## src/rtl/core/pep_pkg.sv

```systemverilog
`default_nettype none
// ----------------------------------------------------------------------------
// pep_pkg
// shared widths, angle constants and the arctangent table for the polygon
// edge face unit
// ----------------------------------------------------------------------------
package pep_pkg;

    localparam int FRAC_BITS    = 16;
    localparam int CORDIC_STEPS = 18;

    localparam int COORD_W = 32;
    localparam int ANG_W   = FRAC_BITS + 3;
    localparam int UNIT_W  = FRAC_BITS + 2;
    localparam int LEN_W   = 33;
    localparam int DIFF_W  = 33;
    localparam int UV_W    = 44;
    localparam int Z_W     = 36;
    localparam int SQ_W    = 2 * LEN_W;
    localparam int REM_W   = LEN_W + 4;
    localparam int CNT_W   = 6;
    localparam int SH      = 30 - FRAC_BITS;

    localparam logic [CNT_W-1:0] LAST_STEP = CNT_W'(CORDIC_STEPS - 1);
    localparam logic [CNT_W-1:0] LEN_LAST  = CNT_W'(LEN_W - 1);

    localparam logic signed [Z_W-1:0] PI_Q30         = 36'sd3373259426;
    localparam logic signed [Z_W-1:0] HALF_PI_Q30    = 36'sd1686629713;
    localparam logic signed [Z_W-1:0] THREE_HALF_Q30 = 36'sd5059889139;
    localparam logic signed [Z_W-1:0] TWO_PI_Q30     = 36'sd6746518852;
    localparam logic signed [UV_W-1:0] INV_GAIN_Q30  = 44'sd652032874;

    localparam logic signed [Z_W-1:0] Q30_HALF = Z_W'(64'sd1 <<< (SH - 1));
    localparam logic signed [Z_W-1:0] PI_OUT     = (PI_Q30 + Q30_HALF) >>> SH;
    localparam logic signed [Z_W-1:0] TWO_PI_OUT = (TWO_PI_Q30 + Q30_HALF) >>> SH;
    localparam logic signed [UV_W-1:0] UNIT_ONE  = UV_W'(64'sd1 <<< FRAC_BITS);

    function automatic logic signed [Z_W-1:0] atan_q30(input logic [4:0] k);
        logic signed [Z_W-1:0] r;
        case (k)
            5'd0:  r = 36'sh03243F6A8;
            5'd1:  r = 36'sh01DAC6705;
            5'd2:  r = 36'sh00FADBAFC;
            5'd3:  r = 36'sh007F56EA6;
            5'd4:  r = 36'sh003FEAB76;
            5'd5:  r = 36'sh001FFD55B;
            5'd6:  r = 36'sh000FFFAAA;
            5'd7:  r = 36'sh0007FFF55;
            5'd8:  r = 36'sh0003FFFEA;
            5'd9:  r = 36'sh0001FFFFD;
            5'd10: r = 36'sh0000FFFFF;
            5'd11: r = 36'sh00007FFFF;
            5'd12: r = 36'sh00003FFFF;
            5'd13: r = 36'sh00001FFFF;
            5'd14: r = 36'sh00000FFFF;
            5'd15: r = 36'sh000007FFF;
            5'd16: r = 36'sh000003FFF;
            5'd17: r = 36'sh000001FFF;
            5'd18: r = 36'sh000000FFF;
            5'd19: r = 36'sh0000007FF;
            5'd20: r = 36'sh0000003FF;
            5'd21: r = 36'sh0000001FF;
            5'd22: r = 36'sh0000000FF;
            5'd23: r = 36'sh00000007F;
            5'd24: r = 36'sh00000003F;
            5'd25: r = 36'sh00000001F;
            5'd26: r = 36'sh00000000F;
            5'd27: r = 36'sh000000008;
            5'd28: r = 36'sh000000004;
            5'd29: r = 36'sh000000002;
            5'd30: r = 36'sh000000001;
            default: r = 36'sh000000000;
        endcase
        return r;
    endfunction

endpackage
`default_nettype wire

```

## src/rtl/core/polygon_edge_faces.sv

```systemverilog
`default_nettype none
// ----------------------------------------------------------------------------
// polygon_edge_faces
// streams polygon vertices and emits angle, sine, cosine, length and normal
// of every edge, closing the polygon on the last vertex
// ----------------------------------------------------------------------------
// A vertex is taken only while the sequencer is idle. Each face runs a
// setup step, normalize shifts, CORDIC vectoring iterations, an angle step,
// CORDIC rotation iterations, shift-add squaring, a bit-serial square root
// and an output step, in that order, all on one shared shift-add datapath;
// a zero-length face goes straight from setup to output. A closing vertex
// that follows another runs two faces back to back, and a vertex that emits
// no face is taken without leaving idle. A finished face waits in the output
// register while the next one is worked on, and the output step stalls until
// that register is free.
module polygon_edge_faces (
    input  wire logic                                 aclk,
    input  wire logic                                 aresetn,
    input  wire logic                                 s_valid,
    output logic                                      s_ready,
    input  wire logic signed [pep_pkg::COORD_W-1:0]   s_vertex_x,
    input  wire logic signed [pep_pkg::COORD_W-1:0]   s_vertex_y,
    input  wire logic                                 s_last_vertex,
    output logic                                      m_valid,
    input  wire logic                                 m_ready,
    output logic        [pep_pkg::ANG_W-1:0]          m_face_angle,
    output logic signed [pep_pkg::UNIT_W-1:0]         m_face_sine,
    output logic signed [pep_pkg::UNIT_W-1:0]         m_face_cosine,
    output logic        [pep_pkg::LEN_W-1:0]          m_face_length,
    output logic signed [pep_pkg::UNIT_W-1:0]         m_normal_x,
    output logic signed [pep_pkg::UNIT_W-1:0]         m_normal_y,
    output logic                                      m_last_face
);

    localparam logic [3:0] ST_IDLE  = 4'd0;
    localparam logic [3:0] ST_SETUP = 4'd1;
    localparam logic [3:0] ST_NORM  = 4'd2;
    localparam logic [3:0] ST_VEC   = 4'd3;
    localparam logic [3:0] ST_ANG   = 4'd4;
    localparam logic [3:0] ST_ROT   = 4'd5;
    localparam logic [3:0] ST_SQ    = 4'd6;
    localparam logic [3:0] ST_SQRT  = 4'd7;
    localparam logic [3:0] ST_DONE  = 4'd8;

    localparam int UV_W  = pep_pkg::UV_W;
    localparam int Z_W   = pep_pkg::Z_W;
    localparam int LEN_W = pep_pkg::LEN_W;
    localparam int SQ_W  = pep_pkg::SQ_W;
    localparam int REM_W = pep_pkg::REM_W;

    logic [3:0] state_reg;
    logic       have_first_reg, edge_pend_reg, close_pend_reg;
    logic       closing_reg, zero_reg, flip_reg, neg_reg;
    logic signed [pep_pkg::COORD_W-1:0] first_x_reg, first_y_reg;
    logic signed [pep_pkg::COORD_W-1:0] prev_x_reg, prev_y_reg;
    logic signed [pep_pkg::COORD_W-1:0] cur_x_reg, cur_y_reg;
    logic signed [UV_W-1:0] u_reg, v_reg;
    logic signed [Z_W-1:0]  z_reg;
    logic [pep_pkg::ANG_W-1:0] oang_reg;
    logic [pep_pkg::CNT_W-1:0] cnt_reg;
    logic [LEN_W-1:0] ax_reg, ay_reg, root_reg;
    logic [SQ_W-1:0]  mx_reg, my_reg, acc_reg;
    logic [REM_W-1:0] rem_reg;

    // datapath
    logic signed [pep_pkg::DIFF_W-1:0] dx, dy;
    logic signed [UV_W-1:0] u0, v0, absv, mag, su, sv, sx;
    logic signed [Z_W-1:0]  atn, a0, a1, a2, oa, rr;
    logic [4:0] k;
    logic [REM_W-1:0] rem_sh, trial;
    logic [LEN_W-1:0] len_out;
    logic signed [UV_W-1:0] xr, yr, cq, sq;
    logic signed [pep_pkg::UNIT_W-1:0] cos_out, sin_out;

    always_comb begin
        if (edge_pend_reg) begin
            dx = pep_pkg::DIFF_W'(cur_x_reg) - pep_pkg::DIFF_W'(prev_x_reg);
            dy = pep_pkg::DIFF_W'(cur_y_reg) - pep_pkg::DIFF_W'(prev_y_reg);
        end else begin
            dx = pep_pkg::DIFF_W'(first_x_reg) - pep_pkg::DIFF_W'(cur_x_reg);
            dy = pep_pkg::DIFF_W'(first_y_reg) - pep_pkg::DIFF_W'(cur_y_reg);
        end
        u0 = -UV_W'(dx);
        v0 = -UV_W'(dy);
        absv = v_reg[UV_W-1] ? -v_reg : v_reg;
        mag = (u_reg > absv) ? u_reg : absv;
        k = cnt_reg[4:0];
        atn = pep_pkg::atan_q30(k);
        su = u_reg >>> k;
        sv = v_reg >>> k;
        a0 = (flip_reg ? pep_pkg::PI_Q30 : '0) + z_reg;
        a1 = a0[Z_W-1] ? a0 + pep_pkg::TWO_PI_Q30 : a0;
        a2 = (a1 >= pep_pkg::TWO_PI_Q30) ? a1 - pep_pkg::TWO_PI_Q30 : a1;
        oa = (a2 + pep_pkg::Q30_HALF) >>> pep_pkg::SH;
        if (oa >= pep_pkg::TWO_PI_OUT) begin
            oa = oa - pep_pkg::TWO_PI_OUT;
        end
        rr = a2;
        if (a2 > pep_pkg::HALF_PI_Q30 && a2 <= pep_pkg::THREE_HALF_Q30) begin
            rr = a2 - pep_pkg::PI_Q30;
        end else if (a2 > pep_pkg::THREE_HALF_Q30) begin
            rr = a2 - pep_pkg::TWO_PI_Q30;
        end
        sx = u_reg >>> k;
        rem_sh = {rem_reg[REM_W-3:0], acc_reg[SQ_W-1 -: 2]};
        trial = {2'b00, root_reg, 2'b01};
        len_out = (rem_reg > {4'b0000, root_reg}) ? root_reg + 1'b1 : root_reg;
        xr = neg_reg ? -u_reg : u_reg;
        yr = neg_reg ? -v_reg : v_reg;
        cq = (xr + UV_W'(pep_pkg::Q30_HALF)) >>> pep_pkg::SH;
        sq = (yr + UV_W'(pep_pkg::Q30_HALF)) >>> pep_pkg::SH;
        if (cq > pep_pkg::UNIT_ONE) cq = pep_pkg::UNIT_ONE;
        if (cq < -pep_pkg::UNIT_ONE) cq = -pep_pkg::UNIT_ONE;
        if (sq > pep_pkg::UNIT_ONE) sq = pep_pkg::UNIT_ONE;
        if (sq < -pep_pkg::UNIT_ONE) sq = -pep_pkg::UNIT_ONE;
        cos_out = cq[pep_pkg::UNIT_W-1:0];
        sin_out = sq[pep_pkg::UNIT_W-1:0];
    end

    assign s_ready = (state_reg == ST_IDLE);

    always_ff @(posedge aclk) begin
        if (!aresetn) begin
            state_reg <= ST_IDLE;
            have_first_reg <= 1'b0;
            edge_pend_reg <= 1'b0;
            close_pend_reg <= 1'b0;
            m_valid <= 1'b0;
            first_x_reg <= '0;
            first_y_reg <= '0;
            prev_x_reg <= '0;
            prev_y_reg <= '0;
        end else begin
            if (m_valid && m_ready && (state_reg != ST_DONE)) begin
                m_valid <= 1'b0;
            end
            unique case (state_reg)
                ST_IDLE: begin
                    if (s_valid) begin
                        cur_x_reg <= s_vertex_x;
                        cur_y_reg <= s_vertex_y;
                        if (!have_first_reg) begin
                            first_x_reg <= s_vertex_x;
                            first_y_reg <= s_vertex_y;
                        end
                        edge_pend_reg <= have_first_reg;
                        close_pend_reg <= s_last_vertex;
                        have_first_reg <= !s_last_vertex;
                        if (have_first_reg || s_last_vertex) begin
                            state_reg <= ST_SETUP;
                        end else begin
                            prev_x_reg <= s_vertex_x;
                            prev_y_reg <= s_vertex_y;
                        end
                    end
                end
                ST_SETUP: begin
                    closing_reg <= !edge_pend_reg;
                    if (edge_pend_reg) edge_pend_reg <= 1'b0;
                    else close_pend_reg <= 1'b0;
                    prev_x_reg <= cur_x_reg;
                    prev_y_reg <= cur_y_reg;
                    zero_reg <= (dx == '0) && (dy == '0);
                    flip_reg <= u0[UV_W-1];
                    u_reg <= u0[UV_W-1] ? -u0 : u0;
                    v_reg <= u0[UV_W-1] ? -v0 : v0;
                    ax_reg <= dx[pep_pkg::DIFF_W-1] ? LEN_W'(-dx) : LEN_W'(dx);
                    ay_reg <= dy[pep_pkg::DIFF_W-1] ? LEN_W'(-dy) : LEN_W'(dy);
                    z_reg <= '0;
                    cnt_reg <= '0;
                    state_reg <= ((dx == '0) && (dy == '0)) ? ST_DONE : ST_NORM;
                end
                ST_NORM: begin
                    if (mag < (UV_W'(1) <<< 31)) begin
                        u_reg <= u_reg <<< 8;
                        v_reg <= v_reg <<< 8;
                    end else if (mag < (UV_W'(1) <<< 39)) begin
                        u_reg <= u_reg <<< 1;
                        v_reg <= v_reg <<< 1;
                    end else begin
                        state_reg <= ST_VEC;
                    end
                end
                ST_VEC: begin
                    if (v_reg > 0) begin
                        u_reg <= u_reg + sv;
                        v_reg <= v_reg - su;
                        z_reg <= z_reg + atn;
                    end else begin
                        u_reg <= u_reg - sv;
                        v_reg <= v_reg + su;
                        z_reg <= z_reg - atn;
                    end
                    cnt_reg <= cnt_reg + 1'b1;
                    if (cnt_reg == pep_pkg::LAST_STEP) state_reg <= ST_ANG;
                end
                ST_ANG: begin
                    oang_reg <= oa[pep_pkg::ANG_W-1:0];
                    z_reg <= rr;
                    neg_reg <= (a2 > pep_pkg::HALF_PI_Q30)
                        && (a2 <= pep_pkg::THREE_HALF_Q30);
                    u_reg <= pep_pkg::INV_GAIN_Q30;
                    v_reg <= '0;
                    cnt_reg <= '0;
                    state_reg <= ST_ROT;
                end
                ST_ROT: begin
                    if (!z_reg[Z_W-1]) begin
                        u_reg <= u_reg - sv;
                        v_reg <= v_reg + sx;
                        z_reg <= z_reg - atn;
                    end else begin
                        u_reg <= u_reg + sv;
                        v_reg <= v_reg - sx;
                        z_reg <= z_reg + atn;
                    end
                    cnt_reg <= cnt_reg + 1'b1;
                    if (cnt_reg == pep_pkg::LAST_STEP) begin
                        cnt_reg <= '0;
                        acc_reg <= '0;
                        mx_reg <= SQ_W'(ax_reg);
                        my_reg <= SQ_W'(ay_reg);
                        state_reg <= ST_SQ;
                    end
                end
                ST_SQ: begin
                    acc_reg <= acc_reg + (ax_reg[0] ? mx_reg : '0)
                        + (ay_reg[0] ? my_reg : '0);
                    ax_reg <= ax_reg >> 1;
                    ay_reg <= ay_reg >> 1;
                    mx_reg <= mx_reg << 1;
                    my_reg <= my_reg << 1;
                    cnt_reg <= cnt_reg + 1'b1;
                    if (cnt_reg == pep_pkg::LEN_LAST) begin
                        cnt_reg <= '0;
                        rem_reg <= '0;
                        root_reg <= '0;
                        state_reg <= ST_SQRT;
                    end
                end
                ST_SQRT: begin
                    acc_reg <= acc_reg << 2;
                    if (rem_sh >= trial) begin
                        rem_reg <= rem_sh - trial;
                        root_reg <= {root_reg[LEN_W-2:0], 1'b1};
                    end else begin
                        rem_reg <= rem_sh;
                        root_reg <= {root_reg[LEN_W-2:0], 1'b0};
                    end
                    cnt_reg <= cnt_reg + 1'b1;
                    if (cnt_reg == pep_pkg::LEN_LAST) state_reg <= ST_DONE;
                end
                ST_DONE: begin
                    if (!m_valid || m_ready) begin
                        m_valid <= 1'b1;
                        m_last_face <= closing_reg;
                        if (zero_reg) begin
                            m_face_angle <= pep_pkg::PI_OUT[pep_pkg::ANG_W-1:0];
                            m_face_sine <= '0;
                            m_face_cosine <= -(pep_pkg::UNIT_ONE[pep_pkg::UNIT_W-1:0]);
                            m_face_length <= '0;
                            m_normal_x <= '0;
                            m_normal_y <= pep_pkg::UNIT_ONE[pep_pkg::UNIT_W-1:0];
                        end else begin
                            m_face_angle <= oang_reg;
                            m_face_sine <= sin_out;
                            m_face_cosine <= cos_out;
                            m_face_length <= len_out;
                            m_normal_x <= sin_out;
                            m_normal_y <= -cos_out;
                        end
                        state_reg <= (edge_pend_reg || close_pend_reg) ? ST_SETUP : ST_IDLE;
                    end
                end
                default: state_reg <= ST_IDLE;
            endcase
        end
    end

    a_angle_range: assert property (@(posedge aclk) disable iff (!aresetn)
        m_valid |-> (Z_W'(m_face_angle) < pep_pkg::TWO_PI_OUT))
        else $error("face angle out of range");
    a_normal_y: assert property (@(posedge aclk) disable iff (!aresetn)
        m_valid |-> (m_normal_y == -m_face_cosine) && (m_normal_x == m_face_sine))
        else $error("normal does not match sine and cosine");
    a_zero_face: assert property (@(posedge aclk) disable iff (!aresetn)
        (m_valid && (m_face_length == '0)) |-> (m_face_sine == '0))
        else $error("zero length face with nonzero sine");
    a_busy: assert property (@(posedge aclk) disable iff (!aresetn)
        (state_reg == ST_SETUP) |-> (edge_pend_reg || close_pend_reg))
        else $error("face setup with no pending face");

endmodule
`default_nettype wire
```

## config.mk

```make
export PLATFORM = sky130hd
export DESIGN_NAME = polygon_edge_faces
export DESIGN_NICKNAME = d
export VERILOG_FILES = /design/src/rtl/core/pep_pkg.sv /design/src/rtl/core/polygon_edge_faces.sv
export SDC_FILE = /design/constraint.sdc
export NUM_CORES = 2
export LEC_CHECK = 0
export ABC_AREA = 1
export BUFFER_PORTS_ARGS = -buffer_cell sky130_fd_sc_hd__buf_2
export CAP_MARGIN = 15
export CORE_UTILIZATION = 49
export CTS_BUF_LIST = sky130_fd_sc_hd__clkbuf_8
export DETAILED_ROUTE_END_ITERATION = 7
export MAX_ROUTING_LAYER = met4
export SLEW_MARGIN = 20
export SYNTH_ARGS = -nofsm -noshare
export SYNTH_HDL_FRONTEND = slang
export SYNTH_SLANG_ARGS = --single-unit
```

## constraint.sdc

```tcl
create_clock -name aclk -period 12.1 [get_ports aclk]
set_clock_uncertainty 0.1 [all_clocks]
set_input_delay 1.815 -clock aclk [delete_from_list [all_inputs] [get_ports aclk]]
set_output_delay 1.815 -clock aclk [all_outputs]
set_load 0.005 [all_outputs]
```

======== After elaboration in Yosys (flattened, before gate mapping) ========
Memories as Yosys holds them, arrays and structs flattened. A register that Yosys moved wholly into a read port is not among the register bits.
Cells that the tools add are included.
word-level totals
  register bits ........................... 794
  bits in latches ......................... 0
  memory bits (writable) .................. 0
  ROM bits ................................ 960
  bits of input ports ..................... 69
  output and inout bits ................... 127
  word-level logic and storage cells ...... 230
  memories ................................ 1
memories
  name              words  width  rd ports  clocked after memory_dff  write ports  line           text
  (name not given)  32     30     1         1                         0            pep_pkg.sv:40  case (k)
operators by class
  add/subtract/negate cells ............... 33
  multiply operators ...................... 0
  div/mod/pow operators ................... 0
  order comparisons ....................... 15
  equal/unequal tests ..................... 23
  shifts and indexed selects .............. 2
  multiplexer cells ....................... 80
  bitwise logic cells ..................... 1
  reductions and logical operators ........ 41
operator list
  operator                                                                         count
  44-bit 2-to-1 mux                                                                16
  44-bit case mux with 5 select lines                                              2
  66-bit 2-to-1 mux                                                                5
  66-bit case mux with 2 select lines                                              2
  36-bit 2-to-1 mux                                                                6
  33-bit 2-to-1 mux                                                                6
  33-bit case mux with 2 select lines                                              3
  66-bit case mux with 3 select lines                                              1
  44-bit negation                                                                  4
  32-bit 2-to-1 mux                                                                5
  36-bit case mux with 4 select lines                                              1
  66-bit adder                                                                     2
  32-bit by 32-bit subtractor with 33-bit output                                   4
  32-bit case mux with 2 select lines                                              2
  44-bit by 15-bit adder with 44-bit output (second input constant)                2
  44-bit adder                                                                     2
  44-bit by 17-bit less-than comparator with 1-bit output (second input constant)  2
  33-bit negation with 44-bit output                                               2
  44-bit by 5-bit >>> shifter with 44-bit output                                   2
  44-bit subtractor                                                                2
  37-bit 2-to-1 mux                                                                2
  37-bit case mux with 2 select lines                                              1
  36-bit by 34-bit subtractor with 36-bit output (second input constant)           2
  33-bit logical NOT                                                               2
  other kinds (56)                                                                 117

======== Longest topological paths before layout ========
  word-level depth ........................ 10
  depth in mapped cells ................... 54
  gate-level depth less buffers ........... 51

======== Worst setup path before layout ========
OpenSTA, ideal clock, no wires.
  path type ............................... input to register
  start point ............................. input aresetn
  end point ............................... register m_face_angle[0] (netlist bit), enable pin
  setup time .............................. 0.701 ns
  arrival time ............................ 9.632 ns
  required time ........................... 11.299 ns
  setup slack ............................. 1.667 ns
  stages on the path ...................... 4
  path buffers ............................ 2
  cell sequence ........................... clkbuf_1 inv_1 clkbuf_1 nor3_1
between the ends
  word-level cells in the longest chain between the ends .. 1
ends and longest elaborated chain
  element                        line                       text
  start, declared                polygon_edge_faces.sv:18   input wire logic aresetn,
  3-bit AND reduction (no line)  --
  end signal, assigned           polygon_edge_faces.sv:258  m_face_angle <= pep_pkg::PI_OUT[pep_pkg::ANG_W-1:0];
  end signal, assigned           polygon_edge_faces.sv:265  m_face_angle <= oang_reg;
  end, declared                  polygon_edge_faces.sv:26   output logic [pep_pkg::ANG_W-1:0] m_face_angle,
No other way between the ends.
A chain may end at the register's enable or synchronous reset.

======== Final worst setup path ========
  start point ............................. register v_reg[1]
  end point ............................... register v_reg[12], enable pin
between the ends
  word-level cells in the longest chain between the ends .. 7
  elaborated cells between the ends (all ways) .. 8
  those cells by class .................... add/sub (1); order compare (3); eq/ne (1); mux (2); reduce/logical (1)
ends and longest elaborated chain
  element                                                                                                                                    line                                                  text
  start, declared                                                                                                                            polygon_edge_faces.sv:57                              logic signed [UV_W-1:0] u_reg, v_reg;
  start signal, assigned                                                                                                                     polygon_edge_faces.sv:166                             v_reg <= u0[UV_W-1] ? -v0 : v0;
  start signal, assigned                                                                                                                     polygon_edge_faces.sv:176                             v_reg <= v_reg <<< 8;
  start signal, assigned                                                                                                                     polygon_edge_faces.sv:179                             v_reg <= v_reg <<< 1;
  44-bit negation                                                                                                                            polygon_edge_faces.sv:85                              absv = v_reg[UV_W-1] ? -v_reg : v_reg;
  44-bit 2-to-1 mux *                                                                                                                        polygon_edge_faces.sv:85
  44-bit greater-than comparator                                                                                                             polygon_edge_faces.sv:86                              mag = (u_reg > absv) ? u_reg : absv;
  44-bit 2-to-1 mux *                                                                                                                        polygon_edge_faces.sv:86
  44-bit by 33-bit less-than comparator with 1-bit output / 44-bit by 41-bit less-than comparator with 1-bit output (equally long branches)  polygon_edge_faces.sv:174, polygon_edge_faces.sv:177
  3-bit inequality test (no line) *                                                                                                          --
  3-bit AND reduction (no line) *                                                                                                            --
Mark *: on every way between the ends. The rest lies on a longest branch, timed or not.

==> impl_metrics.json <==
{
  "min_path_type": "reg2reg",
  "die_x_um": 417,
  "finalCriticalPeriod_ns": 9.33,
  "violations": "DRC",
  "io-pin-count": 196,
  "multi_input_area_um2": 52600,
  "cts.clk_slew.worst_paths_ns": 0.07,
  "final_common_cell": "nand2_1",
  "tritoncts": "built",
  "place_area_um2": 86900,
  "grt_max_degree": 174,
  "layout_common_cells": "3439 x nand2_1, 1762 x inv_1, 1278 x nor2_1",
  "drive_above_1_share_pct": 5.89,
  "core_area_um2": 170000,
  "fillers": 17500,
  "yosysSeqAreaShare_pct": 27.3,
  "rsz0062_at_grt": "false",
  "critPathKind": "reg2reg",
  "track_usage_pct": 35.1,
  "syn_nets": 13500,
  "cts.sinks": 823,
  "grt_pass1_vias": 79900,
  "drv_slew": 0,
  "root_buffer": "clkbuf_8",
  "critPathLaunchType": "flop",
  "drtIter0Drc": 8689,
  "slowest_delay_ns": 0.78,
  "holdCritStartpoint": "closing_reg$_DFFE_PP_",
  "holdBufCountCts": 0,
  "drtPass1Iterations": 8,
  "cp_max_fo": 57,
  "dieHeight_um": 417,
  "hold_path_end": "m_last_face$_DFFE_PP_",
  "grt_overflow": 0,
  "netlist_instances": 12800,
  "tightest_slew_ns": 1.31,
  "hold_violations": 0,
  "synthArstFlopShare_pct": 0,
  "r2r-end": "v_reg[12]$_DFFE_PP_",
  "ant_nets": 0,
  "wl_per_cell_um": 20.1,
  "ff2ff_setup_slack_ns": 2.77,
  "wl_um": 306000,
  "yosys-top-cells-area": "edfxtp_1 23%, nand2_1 15%, ha_1 8.2%",
  "fin_area_um2": 90000,
  "finalSetupViolCount": 0,
  "yosysTopAreaCell": "edfxtp_1",
  "grt_pass1_wl_um": 465000,
  "ys_ff_latch": 823,
  "syn_area_per_cell_um2": 6.56,
  "maxCapViolCount": 0,
  "place_hpwl_um": 237000,
  "rr_startpoint": "v_reg[1]$_DFFE_PP_",
  "status": "finished with violations",
  "cts_resized": 0,
  "register_area_um2": 23100,
  "end_kind": "flop",
  "start_util_pct": 49.5,
  "rows": 151,
  "synth.top_cell.area_share_pct": 23.4,
  "htreeDepth": 4,
  "dr_total_vias": 86200,
  "rr_worst_depth": 35,
  "synth_cell_types": 75,
  "instances_no_fill": 15200,
  "slowest_stage": "o41ai_1",
  "max-slew-margin-rel_pct": 11.1,
  "fin_nets": 13500,
  "fmax_ghz": 0.107,
  "dieArea_um2": 174000,
  "synth-edff-count": 657,
  "insertion_delay_ns": 0.98,
  "hold_depth": 0,
  "path_common_cell": "nand2_1",
  "via_per_inst": 5.66,
  "antenna_found_initial": 12,
  "place_inst": 14900,
  "syn_area_um2": 84300,
  "fin_crit_sh_pct": 77.1,
  "finalWeightedCongestion": 1.05,
  "arrival_ns": 9.77,
  "required_ns": 12.54,
  "numPortBuffers": 195,
  "numCtsBuffers": 158,
  "synthFlopType": "edfxtp_1",
  "post-cts-setup-buffers": 0,
  "drc": 14,
  "yosysWarnings": 0,
  "finalSetupTns_ns": 0,
  "area_growth_pct": 6.74,
  "cts_buffer_depth": 3
}
critical path: cells and delay by family, from the launching register on:
| family | cells | cell delay, ns |
|---|---|---|
| xor+xnor | 1 | 0.18 |
| compound gates | 4 | 1.52 |
| simple gates | 23 | 4.05 |
| buf+inv | 5 | 1.87 |
| flops | 1 | 0.54 |
| fa+ha+maj | 2 | 0.57 |
cell type report:
cell class / instances / share of cell area [%]
inverter: 1777 / 7.42
antenna: 12 / 0.0334
clock buffer: 169 / 2.58
tap: 2295 / 3.19
clock inverter: 119 / 0.855
timing repair buffer: 280 / 1.85
multi-input combinational: 9755 / 58.5
sequential: 823 / 25.6
kinds of logic (layout without fill, tap and decap cells):
family	Yosys count	in the layout	synth area share, %
xor+xnor	454	454	4.81
compound gates	2679	2679	17.4
buf+inv	2271	2345	10.4
simple gates	5927	5927	29.2
other cells	0	12	0
fa+ha+maj	629	629	10.0
flops	823	823	27.3
mux	66	66	0.783
layer usage:
metal / wire length, µm / GRT usage, %
met1: 132000 / 45.4
met2: 134000 / 53.8
met3: 23600 / 5.52
met4: 15800 / 16.1
met5: 0 / -
cells in the mapped netlist (91+ instances only):
cell / count
xor2_1: 354
dfxtp_1: 166
edfxtp_1: 657
nand3_1: 559
ha_1: 553
o21ai_0: 1227
clkbuf_1: 381
a21oi_1: 912
nand2_1: 3444
nor2_1: 1285
a31oi_1: 103
nor3_1: 189
inv_1: 1727
xnor2_1: 91
nand4_1: 172
worst max path at each step:
stage	cells after the start	from	endpoint
6_report	35	v_reg[1]$_DFFE_PP_	v_reg[12]$_DFFE_PP_
5_1_grt	37	v_reg[1]$_DFFE_PP_	u_reg[32]$_DFFE_PP_
4_1_cts	35	v_reg[1]$_DFFE_PP_	v_reg[1]$_DFFE_PP_
3_5_place_dp	35	v_reg[1]$_DFFE_PP_	v_reg[12]$_DFFE_PP_
3_3_place_gp	35	v_reg[1]$_DFFE_PP_	v_reg[12]$_DFFE_PP_
2_1_floorplan	4	aresetn	m_face_angle[0]$_SDFFCE_PP1P_
per-stage QoR:
| stage | setup WS, ns | hold slack (ns) | utilization (%) |
|---|---|---|---|
| final | 2.77 | 0.322 | 52.9 |
| after global routing | 1.99 | 0.327 | 52.9 |
| after CTS | 2.80 | 0.319 | 52.8 |
| after detailed placement | 2.84 | 0.313 | 51.0 |
| after global placement | 2.84 | 0.307 | 51.0 |
| after floorplan | 1.67 | 0.300 | - |
Power is not shown: default switching activity piles up to over one toggle a cycle in this logic, so the estimate is an artifact.
